File: config.mk
export PLATFORM = sky130hd
export DESIGN_NAME = ppw_ctrl
export DESIGN_NICKNAME = d
export VERILOG_FILES = /design/src/hw/rtl/ppw_pkg.sv /design/src/hw/rtl/ppw_ctrl.sv
export SDC_FILE = /design/constraint.sdc
export NUM_CORES = 1
export LEC_CHECK = 0
export ABC_AREA = 1
export BUFFER_PORTS_ARGS = -buffer_cell sky130_fd_sc_hd__buf_4
export CAP_MARGIN = 30
export CORE_UTILIZATION = 40
export CTS_BUF_LIST = sky130_fd_sc_hd__clkbuf_8
export CTS_CLUSTER_DIAMETER = 100
export CTS_CLUSTER_SIZE = 30
export DETAILED_ROUTE_END_ITERATION = 6
export MAX_ROUTING_LAYER = met4
export SLEW_MARGIN = 20
export SYNTH_ARGS = -nofsm -noshare
export SYNTH_HDL_FRONTEND = slang
export SYNTH_SLANG_ARGS = --single-unit
File: constraint.sdc
create_clock -name clk -period 2.5 [get_ports clk]
set_input_delay 0.75 -clock clk [delete_from_list [all_inputs] [get_ports clk]]
set_output_delay 0.75 -clock clk [all_outputs]
set_load 0.02 [all_outputs]
File: src/hw/rtl/ppw_pkg.sv
`default_nettype none
package ppw_pkg;
	localparam int COORD_WIDTH = 16;
	localparam int CW = COORD_WIDTH;
	localparam int HW_WIDTH = 12;
	localparam int SCALE_WIDTH = 16;
	localparam int CFG_DATA_WIDTH = (CW > 16) ? CW : 16;
	localparam int CFG_IDX_WIDTH = 3;
	// projected x in 2^-14 units: centre*2^14 plus (x-c)*s
	localparam int PX_WIDTH = CW + 19;
	localparam int DV_WIDTH = PX_WIDTH + 1;
	localparam int HWS_WIDTH = HW_WIDTH + SCALE_WIDTH;
	localparam int NORM_WIDTH = 31;
	localparam int SQ_WIDTH = 62;
	localparam int LEN_WIDTH = 31;
	localparam int PROD_WIDTH = NORM_WIDTH + HWS_WIDTH + 1;
	localparam int QW = PROD_WIDTH;
	localparam int QCNT_WIDTH = $clog2(QW + 1);
	localparam int SHIFT_WIDTH = $clog2(DV_WIDTH + 1);

	localparam logic [CFG_IDX_WIDTH-1:0] REG_HALF_WIDTH = 3'd0;
	localparam logic [CFG_IDX_WIDTH-1:0] REG_CENTER_X = 3'd1;
	localparam logic [CFG_IDX_WIDTH-1:0] REG_FAR_Y = 3'd2;
	localparam logic [CFG_IDX_WIDTH-1:0] REG_NEAR_Y = 3'd3;
	localparam logic [CFG_IDX_WIDTH-1:0] REG_FAR_SCALE = 3'd4;
	localparam logic [CFG_IDX_WIDTH-1:0] REG_NEAR_SCALE = 3'd5;

	// datapath operations, one per controller step
	typedef enum logic [4:0] {
		OP_NONE,
		OP_LOAD,       // latch a, b, c points
		OP_SC_A,       // start scale divide for point a
		OP_SC_A_END,
		OP_SC_B,
		OP_SC_B_END,
		OP_SC_C,
		OP_SC_C_END,
		OP_PROJ_A,     // multiply projections
		OP_PROJ_B,
		OP_PROJ_C,
		OP_CHORD,      // dx, dy, hw*s
		OP_NORM,       // normalise one step
		OP_SQ,         // square sum
		OP_SQRT,       // start root
		OP_PRODX,      // start offset divides
		OP_PRODY,
		OP_EDGE        // latch the final offset; the edges round from it combinationally
	} op_t;

	typedef struct packed {
		op_t  op;
		logic sel_last;  // second pass of a last word
		logic eop;
	} cmd_t;

	typedef struct packed {
		logic div_busy;
		logic sqrt_busy;
		logic norm_done;
		logic zero_chord;
	} stat_t;

	function automatic logic [CW-1:0] sat_coord(input logic signed [DV_WIDTH+1:0] v);
		logic signed [DV_WIDTH+1:0] hi;
		logic signed [DV_WIDTH+1:0] lo;
		hi = (DV_WIDTH+2)'((64'sd1 <<< (CW - 1)) - 64'sd1);
		lo = -hi - (DV_WIDTH+2)'(1);
		if (v > hi) return hi[CW-1:0];
		else if (v < lo) return lo[CW-1:0];
		else return v[CW-1:0];
	endfunction
endpackage
`default_nettype wire

File: src/hw/rtl/ppw_ctrl.sv
`default_nettype none
module ppw_ctrl import ppw_pkg::*; (
	input  wire logic  clk,
	input  wire logic  arst_n,
	input  wire logic  in_valid,
	input  wire logic  in_last,
	output logic       in_ready,
	output logic       out_valid,
	input  wire logic  out_ready,
	input  wire stat_t stat,
	output cmd_t       cmd,
	output logic       shift_in,
	output logic       capture
);
	typedef enum logic [4:0] {
		S_IDLE, S_LOAD, S_SCA, S_SCA_W, S_SCB, S_SCB_W, S_SCC, S_SCC_W,
		S_PA, S_PB, S_PC, S_CHORD, S_NORM0, S_NORM, S_SQ, S_SQRT, S_SQRT_W,
		S_PX, S_PX_W, S_PY, S_PY_W, S_EDGE, S_OUT
	} state_t;

	state_t state_q;
	logic [1:0] seen_q;
	logic last_q, pass2_q;

	always_comb begin
		cmd.sel_last = pass2_q;
		cmd.eop = pass2_q;
		unique case (state_q)
			S_LOAD:   cmd.op = OP_LOAD;
			S_SCA:    cmd.op = OP_SC_A;
			S_SCA_W:  cmd.op = stat.div_busy ? OP_NONE : OP_SC_A_END;
			S_SCB:    cmd.op = OP_SC_B;
			S_SCB_W:  cmd.op = stat.div_busy ? OP_NONE : OP_SC_B_END;
			S_SCC:    cmd.op = OP_SC_C;
			S_SCC_W:  cmd.op = stat.div_busy ? OP_NONE : OP_SC_C_END;
			S_PA:     cmd.op = OP_PROJ_A;
			S_PB:     cmd.op = OP_PROJ_B;
			S_PC:     cmd.op = OP_PROJ_C;
			S_CHORD:  cmd.op = OP_CHORD;
			S_NORM0, S_NORM: cmd.op = OP_NORM;
			S_SQ:     cmd.op = OP_SQ;
			S_SQRT:   cmd.op = OP_SQRT;
			S_PX:     cmd.op = stat.sqrt_busy ? OP_NONE : OP_PRODX;
			S_PY:     cmd.op = stat.div_busy ? OP_NONE : OP_PRODY;
			S_EDGE:   cmd.op = stat.div_busy ? OP_NONE : OP_EDGE;
			default:  cmd.op = OP_NONE;
		endcase
	end

	assign in_ready = (state_q == S_IDLE);
	// history moves on once the pair of a point that keeps the path open is taken
	assign shift_in = (state_q == S_OUT) && out_ready && !last_q;
	// a first point that does not end the path seeds both history slots
	assign capture = (state_q == S_IDLE) && in_valid && (seen_q == 2'd0) && !in_last;

	always_ff @(posedge clk or negedge arst_n) begin
		if (!arst_n) begin
			state_q <= S_IDLE;
			seen_q <= '0;
			last_q <= 1'b0;
			pass2_q <= 1'b0;
			out_valid <= 1'b0;
		end else begin
			unique case (state_q)
				S_IDLE: if (in_valid) begin
					last_q <= in_last;
					pass2_q <= 1'b0;
					if (seen_q == 2'd0) begin
						seen_q <= in_last ? 2'd0 : 2'd1;
					end else begin
						state_q <= S_LOAD;
					end
				end
				S_LOAD:   state_q <= S_SCA;
				S_SCA:    state_q <= S_SCA_W;
				S_SCA_W:  if (!stat.div_busy) state_q <= S_SCB;
				S_SCB:    state_q <= S_SCB_W;
				S_SCB_W:  if (!stat.div_busy) state_q <= S_SCC;
				S_SCC:    state_q <= S_SCC_W;
				S_SCC_W:  if (!stat.div_busy) state_q <= S_PA;
				S_PA:     state_q <= S_PB;
				S_PB:     state_q <= S_PC;
				S_PC:     state_q <= S_CHORD;
				S_CHORD:  state_q <= S_NORM0;
				S_NORM0:  state_q <= stat.zero_chord ? S_EDGE : S_NORM;
				S_NORM:   state_q <= stat.norm_done ? S_SQ : S_NORM;
				S_SQ:     state_q <= S_SQRT;
				S_SQRT:   state_q <= S_PX;
				S_PX:     if (!stat.sqrt_busy) state_q <= S_PY;
				S_PY:     if (!stat.div_busy) state_q <= S_EDGE;
				S_EDGE:   if (!stat.div_busy) begin
					state_q <= S_OUT;
					out_valid <= 1'b1;
				end
				S_OUT: if (out_ready) begin
					out_valid <= 1'b0;
					if (last_q && !pass2_q) begin
						pass2_q <= 1'b1;
						state_q <= S_LOAD;
					end else begin
						state_q <= S_IDLE;
						seen_q <= last_q ? 2'd0 : 2'd2;
					end
				end
				default: state_q <= S_IDLE;
			endcase
		end
	end
endmodule
`default_nettype wire

==> results.md, run 1 <==
- Switching portion of total power: 52.4%
- Pin count of the biggest net entering global routing: 14
- PwrDens: 1380 nW/µm²
- Post-DP HPWL: 2080 µm
- TritonCTS buffer count: 3
- #FFs+latches synth: 10
- Initial antenna violation count: 0
- Reg2reg path depth: 6
- Sequential power share: 21.4%
- Hold_buf cts: 0
- Status: completed
- Final instance area: 1170 µm²
- Commonest cells after routing, fill and taps aside: nand2_1 (39), buf_4 (24), nor2_1 (22)
- H-tree lvl count: 1
- CP endpoint kind: output pin
- Vias in the first global route: 1,076
- Worst-path clk slew: 50 ps
- Post-route worst setup slack: 62.3 ps
- Logic pwr share: 66.1%
- Crit-path cells: inv_2, nand2_1, nor2_1, nand3_1, o21ai_0, nor2_1, nand4_1, buf_4
- Number of diodes: 0
- Synth Cell Area: 918 µm²
- Clock buffer depth: 2
- Drc violations: 0
- # setup viols final: 0
- Final hold violations: 0
- Die X: 49.9 µm
- Inst Count DP: 195
- Final Max Tran Viols: 0
- Row count: 16
- First-pass GRT wire length: 4730 µm
- DP Area: 1090 µm²
- Worst-Margin Slew: 385 ps
- Leak: 0.636 nW
- P_sw: 846 µW
- Most Frequent Cell on Critical Path: nor2_1
- Skew final: 2.68 ps
- I/O pin count: 20
- Area growth, synth to finish: 27.9%
- Clock share of power: 12.5%
- DRT antenna net count: 0
- Synth warn: 0
- Critical Path Slowest Stage Cell: dfrtp_1
- Fillers: 198
- Top cell family by delay on the critical path: simple AND/OR/NAND/NOR gates
- CP Class: flop to output pin
- Drt total wl: 2670 µm
- Post-Synthesis Cells: 150
- Reg2Reg Setup Slack: 980 ps
- Drt pass-1 iters: 7
- Gr usage total: 25.5%
- Starting Density: 44.5%
- Overflow after GRT: 0
- Critical path depth in cells: 8
- Die span in y: 49.9 µm
- Final min period: 2440 ps
- Post-Syn Nets: 159
- Nets: 184
- Vias: 1,127
- RSZ-0062 raised after global routing: no
- Fin crit share: 97.5%
- Commonest non-fill, non-tap cell in the layout: nand2_1
- Worst Hold Class: input port to asynchronous set/reset pin
- Total power: 1.62 mW
- Max_cap viols: 0
- Worst-skew pair later-pin latency: 230 ps
- I/O Buffers: 19
- Vias per cell: 5.61
- Die Area: 2490 µm²
- Wire length per cell: 13.3 µm
- Peak Freq: 410 MHz
- Sink Count: 10
- Seq/Total Area, Yosys: 27.2%
- Layout Cells excl Fill: 201
- CP Data Required Time: 1750 ps
- Setup tns final: 0 ps
- Worst stage delay on the critical path: 490 ps
- Worst hold slack: 333 ps
- Internal power: 770 µW
- Post-synth cell types: 22
- Root buffer cell: clkbuf_8
- Core area: 2060 µm²
- Final Util: 57.0%
- Share of cells above drive strength 1: 28.2%
- Worst Path Arrival: 1690 ps
- CTS tree: yes
- Peak supply drop: 868 µV
- GP Congestion: 1.07
- Post-Place Setup Slack: 246 ps
- Largest fanout on the critical path: 6
- Critical Path Start Type: flop
- Initial detailed-routing violation count: 53
- Syn_area_per_cell: 6.12 µm²
- Max transition margin: 74.0%
- Critical path buffers and inverters: 2
-- layer usage --
layer | vias to the layer above | share of wire [%] | GRT usage (%)
met5 | - | 0 | -
met4 | 0 | 0.94 | 8.10
met3 | 7 | 11 | 9.57
met2 | 75 | 45 | 35.1
met1 | 508 | 44 | 34.1
li1 | 537 | - | -
-- worst paths after layout --
check	startpoint	endpoint
worst max register to register	state_q[3]	seen_q[1]
max in group asynchronous	arst_n	state_q[0]
worst min-delay path	arst_n	out_valid
worst min register to register	seen_q[0]	seen_q[0]
min in group clk	seen_q[0]	seen_q[0]
worst max-delay path	state_q[2]	cmd[2]
-- power by group through the flow --
stage                     Sequential [mW]  Clock, mW  Combinational [mW]
after detailed placement            0.337          0                1.01
after floorplan                     0.299          0               0.746
after global routing                0.359      0.219                1.18
after CTS                           0.336      0.210                1.02
final                               0.346      0.203                1.07
after global placement              0.340          0                1.01
-- synth_stat cells (all sizes together) --
library cell / n / area [µm²]
o21ai: 6 / 30.0
a21oi: 1 / 8.76
buf: 4 / 25.0
a31oi: 1 / 6.26
nand2: 46 / 193
dfrtp: 10 / 250
nor2: 28 / 135
nor4: 1 / 6.26
o211ai: 1 / 7.51
nand3: 20 / 105
nand4: 8 / 50.1
a211oi: 1 / 7.51
nor3: 4 / 20.0
inv: 18 / 67.6
o22ai: 1 / 6.26
-- kinds of logic (layout without fill, tap and decap cells) --
group                  count (synthesis)  count (layout)  share of synthesized area (%)
AND/OR/NAND/NOR                      107             107                           55.4
buffers and inverters                 22              46                           10.1
AO/OA/AOI/OAI                         11              11                           7.22
flip-flops                            10              10                           27.2
-- registers in the layout, summed over array words and instances, names as in the netlist --
name	cells
last_q	1
out_valid	1
pass2_q	1
seen_q	2
state_q	5
-- layout make-up --
class                      count  area, µm²  share of cell area, %
tap                           27       33.8                   2.88
multi-input combinational    118        584                   49.7
inverter                      18       67.6                   5.75
sequential                    10        254                   21.6
timing repair buffer          24        180                   15.3
clock buffer                   4       55.1                   4.69
-- repair_timing --
item | 4_1_cts | 5_1_grt
hold endpoints to repair | 0 | 0
resized for setup | 0 | 5
setup endpoints to repair | 0 | 5
buffers inserted | 0 | 2
No activity file was read; power rests on OpenSTA's default activity.
==> run 2, diff against run 1 <==
--- a/config.mk
+++ b/config.mk
@@ -8,7 +8,7 @@
 export ABC_AREA = 1
 export BUFFER_PORTS_ARGS = -buffer_cell sky130_fd_sc_hd__buf_4
 export CAP_MARGIN = 30
-export CORE_UTILIZATION = 40
+export CORE_UTILIZATION = 30
 export CTS_BUF_LIST = sky130_fd_sc_hd__clkbuf_8
 export CTS_CLUSTER_DIAMETER = 100
 export CTS_CLUSTER_SIZE = 30
==> run 2 against run 1 <==
  * Final area fell by 1.3%
  * Global-route usage shrank 8.2 points
  * Fmax grew 0.88%
  * Power decreased by 3.3%
  * The flow now finishes with violations (design-rule violations)
==> results.md, run 2 (same netlist as run 1, synthesis figures left out) <==
- Max reg flops: 5 (unchanged)
- Skew final: 4.40 ps (+1.72 ps)
- Share of cells above drive strength 1: 26.2% (-2.0 points)
- Worst stage delay on the critical path: 470 ps (-20 ps)
- Starting Density: 32.5% (-12 points)
- Max_cap viols: 0 (unchanged)
- Fillers: 294 (+48%)
- CP endpoint kind: output pin
- Worst hold slack: 330 ps (-3.21 ps)
- Worst-skew pair later-pin latency: 240 ps (about the same)
- Total power: 1.56 mW (-3.3%)
- Worst Path Arrival: 1670 ps (-20 ps)
- Post-CTS Setup Inserts: 0 (unchanged)
- Drt pass-1 iters: 6 (-1)
- Failing checks: design-rule violations
- DRT antenna net count: 0 (unchanged)
- Worst-path clk slew: 50 ps (about the same)
- Status: finished with violations
- Vias: 1,083 (-3.9%)
- Critical Path Start Type: flop
- RSZ-0062 raised after global routing: no
- TritonCTS buffer count: 3 (unchanged)
- P_sw: 822 µW (-2.9%)
- Nets: 182 (-1.1%)
- Register area: 253 µm² (-0.49%)
- Worst Hold Class: input port to asynchronous set/reset pin
- Reg2reg path depth: 8 (+2)
- Sink Count: 10 (unchanged)
- Post-DP HPWL: 1980 µm (-4.9%)
- Post-route worst setup slack: 83.7 ps (+21.4 ps)
- First-pass GRT wire length: 4240 µm (-10%)
- Switching portion of total power: 52.6% (+0.24 points)
- Die Area: 3290 µm² (+32%)
- Crit-path cells: nor2_4, nand2_2, nor2_4, nand2_1, nor4_1, buf_4
- Final hold violations: 0 (unchanged)
- CTS tree: yes
- I/O pin count: 20 (unchanged)
- Die span in y: 57.3 µm (+15%)
- Max transition margin: 72.6% (-1.5 points)
- Clock share of power: 13.0% (+0.5 points)
- Peak Freq: 414 MHz (+0.88%)
- Resized cells post-CTS: 0 (unchanged)
- Internal power: 741 µW (-3.8%)
- Final Max Tran Viols: 0 (unchanged)
- Hold_buf cts: 0 (unchanged)
- GRT met2 Usage: 25.9% (-9.3 points)
- Final min period: 2420 ps (-21.4 ps)
- Setup tns final: 0 ps (unchanged)
- Commonest cells after routing, fill and taps aside: nand2_1 (40), nor2_1 (22), buf_4 (22)
- Drt total wl: 2570 µm (-3.9%)
- Commonest non-fill, non-tap cell in the layout: nand2_1
- Gr usage total: 17.3% (-8.2 points)
- Multi-input gate area: 581 µm² (-0.64%)
- M1 GR Usage: 21.8% (-12 points)
- Most flops, register: state_q
- Critical Path Slowest Stage Cell: dfrtp_1
- Worst-Margin Slew: 407 ps (+22.0 ps)
- CP Data Required Time: 1750 ps (about the same)
- Initial antenna violation count: 0 (unchanged)
- Largest fanout on the critical path: 6 (unchanged)
- Row count: 19 (+3)
- Gr busiest metal: met2
- Core area: 2830 µm² (+37%)
- Post-Place Setup Slack: 281 ps (+35.4 ps)
- Vias per cell: 5.33 (-4.9%)
- Peak supply drop: 549 µV (-37%)
- Clock buffer depth: 2 (unchanged)
- Fin crit share: 96.7% (-0.86 points)
- Pin count of the biggest net entering global routing: 14 (unchanged)
- Area growth, synth to finish: 26.3%
- Sequential power share: 21.4% (about the same)
- Leak: 0.627 nW (-1.4%)
- Met3 Use GR: 4.99% (-4.6 points)
- I/O Buffers: 19 (unchanged)
- Number of diodes: 0 (unchanged)
- # setup viols final: 0 (unchanged)
- Wire length per cell: 12.6 µm (-4.9%)
- Logic pwr share: 65.5% (-0.6 points)
- Vias in the first global route: 1,008 (-6.3%)
- H-tree lvl count: 1 (unchanged)
- Overflow after GRT: 0 (unchanged)
- Regs by FF count: state_q x5, seen_q x2
- Most Frequent Cell on Critical Path: nor2_4
- Drc violations: 2 (+2)
- CP Class: flop to output pin
- GP Congestion: 0.933 (-13%)
- Initial detailed-routing violation count: 64 (+21%)
- Die X: 57.3 µm (+15%)
- PwrDens: 1350 nW/µm² (-2.1%)
- Root buffer cell: clkbuf_8
[run 2: cell count changes in the layout (fill, tap and decap cells not counted)]
cell,change
nor4_1,+1
dfrtp_1,+1
nand3_1,-1
nor4_2,-1
dfrtp_2,-1
nand2_1,+1
buf_4,-2
nand3_2,+1
nand2_2,-1
[run 2: worst max-delay path: cells and delay by family, from the launching register on]
family	cells	cell delay, ps
simple gates	5	780
buf+inv	1	190
flops	1	470
[run 2: final cells by class]
| class | count | area share [%] |
|---|---|---|
| multi-input combinational | 118 | 50.1 |
| inverter | 18 | 5.83 |
| tap | 31 | 3.34 |
| sequential | 10 | 21.8 |
| timing repair buffer | 22 | 14.2 |
| clock buffer | 4 | 4.75 |
[run 2: per-layer routing]
layer  up-vias  part of all wire (%)
li1        534                     -
met1       492                    42
met2        53                    47
met3         4                   9.3
met4         0                  0.97
met5         -                     0
[run 2: power by group through the flow]
stage	Sequential (mW)	Combinational, mW	Clock, mW
CTS	0.327	1.01	0.214
detailed placement	0.329	1.01	0
floorplan	0.299	0.746	0
finish	0.335	1.02	0.204
global route	0.343	1.12	0.216
global placement	0.330	1.01	0
[run 2: metrics by stage]
step | util (%) | std cells | instance area [µm²]
4_1_cts | 40.7 | 203 | 1150
6_report | 41.0 | 203 | 1160
2_1_floorplan | - | 150 | 918
3_5_place_dp | 38.8 | 199 | 1100
3_3_place_gp | 38.8 | 199 | 1100
5_1_grt | 41.0 | 203 | 1160
[run 2: path summary, 6_finish.rpt]
| check | to | from | slack (ps) |
|---|---|---|---|
| worst max register to register | seen_q[1] | state_q[2] | 960 |
| worst min register to register | out_valid | out_valid | 500 |
| max in group asynchronous | state_q[0] | arst_n | 2010 |
| min in group clk | out_valid | out_valid | 500 |
| worst max-delay path | capture | state_q[2] | 80 |
| worst min-delay path | seen_q[0] | arst_n | 330 |
==> run 3, diff against run 2 <==
==> constraint.sdc (replaced) <==
create_clock -name clk -period 2.5 [get_ports clk]
set_input_delay 0.75 -clock clk [delete_from_list [all_inputs] [get_ports clk]]
set_output_delay 0.75 -clock clk [all_outputs]
set_load 0.01 [all_outputs]
==> run 3 against run 2 <==
  * The flow still finishes with violations (design-rule violations)
  * Critical path depth stayed put
  * Final cell count unchanged
  * Power decreased by 4.0%
  * First-iteration DRC count down 4.7%
  * Register-to-register slack about the same
  * Sequential power is 2% higher
  * Fmax up 0.46%
  * Via count rose by 0.65%
  * Flip-flop and latch count did not move
  * Utilization increased by 0.18 points
  * Critical path type unchanged
  * Largest cell class unchanged
  * Largest power group unchanged
  * Highest routed layer unchanged
==> results.md, run 3 (same netlist as run 1, synthesis figures left out) <==
- Status: finished with violations
- Failing checks: design-rule violations
- Initial detailed-routing violation count: 61 (-4.7%)
- Sink Count: 10 (unchanged)
- Inst Count DP: 199 (unchanged)
- Final hold violations: 0 (unchanged)
- Worst Path Arrival: 1660 ps (about the same)
- Overflow after GRT: 0 (unchanged)
- DRT antenna net count: 0 (unchanged)
- Root buffer cell: clkbuf_8
- Worst hold slack: 328 ps (-2.31 ps)
- Skew final: 6.69 ps (+2.29 ps)
- I/O pin count: 20 (unchanged)
- Commonest cells after routing, fill and taps aside: nand2_1 (40), buf_4 (22), nor2_1 (20)
- Max_cap viols: 0 (unchanged)
- Die X: 57.3 µm (unchanged)
- Nets: 182 (unchanged)
- Worst-Margin Slew: 402 ps (-5.12 ps)
- Final Max Tran Viols: 0 (unchanged)
- Pin count of the biggest net entering global routing: 11 (-3)
- Fin crit share: 96.2% (-0.44 points)
- Initial antenna violation count: 0 (unchanged)
- Post-CTS Setup Inserts: 0 (unchanged)
- Number of diodes: 0 (unchanged)
- Regs by FF count: state_q x5, seen_q x2
- Vias: 1,090 (+0.65%)
- Largest fanout on the critical path: 6 (unchanged)
- Final instance area: 1160 µm² (+0.43%)
- Row count: 19 (unchanged)
- Die span in y: 57.3 µm (unchanged)
- Wire length per cell: 12.3 µm (-2.5%)
- Drc violations: 2 (unchanged)
- Drt total wl: 2500 µm (-2.5%)
- Critical Path Start Type: flop
- Peak supply drop: 455 µV (-17%)
- Worst-skew pair later-pin latency: 240 ps (about the same)
- Gr usage total: 16.7% (-0.63 points)
- Share of cells above drive strength 1: 26.7% (+0.58 points)
- TritonCTS buffer count: 3 (unchanged)
- I/O Buffers: 19 (unchanged)
- Max reg flops: 5 (unchanged)
- DP Area: 1100 µm² (unchanged)
- Final min period: 2410 ps (-11.1 ps)
- Setup tns final: 0 ps (unchanged)
- Drt pass-1 iters: 6 (unchanged)
- GP Congestion: 0.895 (-4.1%)
- Vias in the first global route: 928 (-7.9%)
- Leak: 0.627 nW (about the same)
- Area growth, synth to finish: 26.8%
- Clock buffer depth: 2 (unchanged)
- Peak Freq: 416 MHz (+0.46%)
- CP endpoint kind: output pin
- First-pass GRT wire length: 4080 µm (-3.6%)
- Post-DP HPWL: 1980 µm (+0.22%)
- # setup viols final: 0 (unchanged)
- PwrDens: 1290 nW/µm² (-4.4%)
- Vias per cell: 5.37 (+0.65%)
- Hold_buf cts: 0 (unchanged)
- RSZ-0062 raised after global routing: no
- CP Data Required Time: 1750 ps (about the same)
- CP Class: flop to output pin
- H-tree lvl count: 1 (unchanged)
- Most flops, register: state_q
- Starting Density: 32.5% (unchanged)
- Worst-path clk slew: 60 ps (about the same)
- Commonest non-fill, non-tap cell in the layout: nand2_1
- Die Area: 3290 µm² (unchanged)
- CTS tree: yes
- Layout Cells excl Fill: 203 (unchanged)
- Worst Hold Class: input port to asynchronous set/reset pin
- Max transition margin: 72.9% (+0.34 points)
- Core area: 2830 µm² (unchanged)
==> run 3: cell count changes in the layout (fill, tap and decap cells not counted) <==
cell,before,now
nor2_1,22,20
nand3_2,2,1
nand3_1,18,19
nor2_2,3,4
nor2_4,3,4
==> run 3: what timing repair did <==
item / 4_1_cts / 5_1_grt
resized for setup: 0 / 5
endpoints found under the hold margin: 0 / 0
setup endpoints to repair: 0 / 3
==> run 3: power breakdown <==
group | switching (mW) | internal (mW)
Sequential | 0.110 | 0.231
Clock | 0.0721 | 0.139
Combinational | 0.576 | 0.371
==> run 3: layer usage <==
metal / vias up / wire length (µm) / global-route usage, %
met5: - / 0 / -
met4: 0 / 48 / 4.53
met3: 11 / 205 / 4.99
met2: 52 / 1120 / 24.0
met1: 493 / 1120 / 22.7
li1: 534 / - / -
==> run 3: per-stage QoR <==
stage	setup WS, ps	utilization, %	power, mW
after floorplan	409	-	0.977
after global placement	337	38.8	1.26
after detailed placement	314	38.8	1.26
after CTS	89.1	40.7	1.48
after global routing	1.22	41.2	1.62
final	94.8	41.2	1.50
==> run 3: cell type report <==
type                            count  area [µm²]
Fill cell                         301        1660
Multi-Input combinational cell    118         586
Sequential cell                    10         253
Timing Repair Buffer               22         165
Inverter                           18        67.6
Clock buffer                        4        55.1
Tap cell                           31        38.8
==> run 3: path summary, 6_finish.rpt <==
| kind | start | to | slack (ps) | depth (start not counted) |
|---|---|---|---|---|
| setup / recovery | state_q[2] | capture | 90 | 6 |
| hold / removal | arst_n | seen_q[0] | 330 | 1 |
| setup reg to reg | state_q[4] | seen_q[1] | 950 | 8 |
| hold reg to reg | out_valid | out_valid | 510 | 2 |
| max in group asynchronous | arst_n | state_q[1] | 2010 | 1 |
| min in group clk | out_valid | out_valid | 510 | 2 |
==> run 3: critical path, stage by stage, from the launching register on <==
cell and delay, ps:
dfrtp_1 470, nor2_4 220, nand2_2 100, nor2_4 150
nand2_1 120, nor4_1 180, buf_4 160
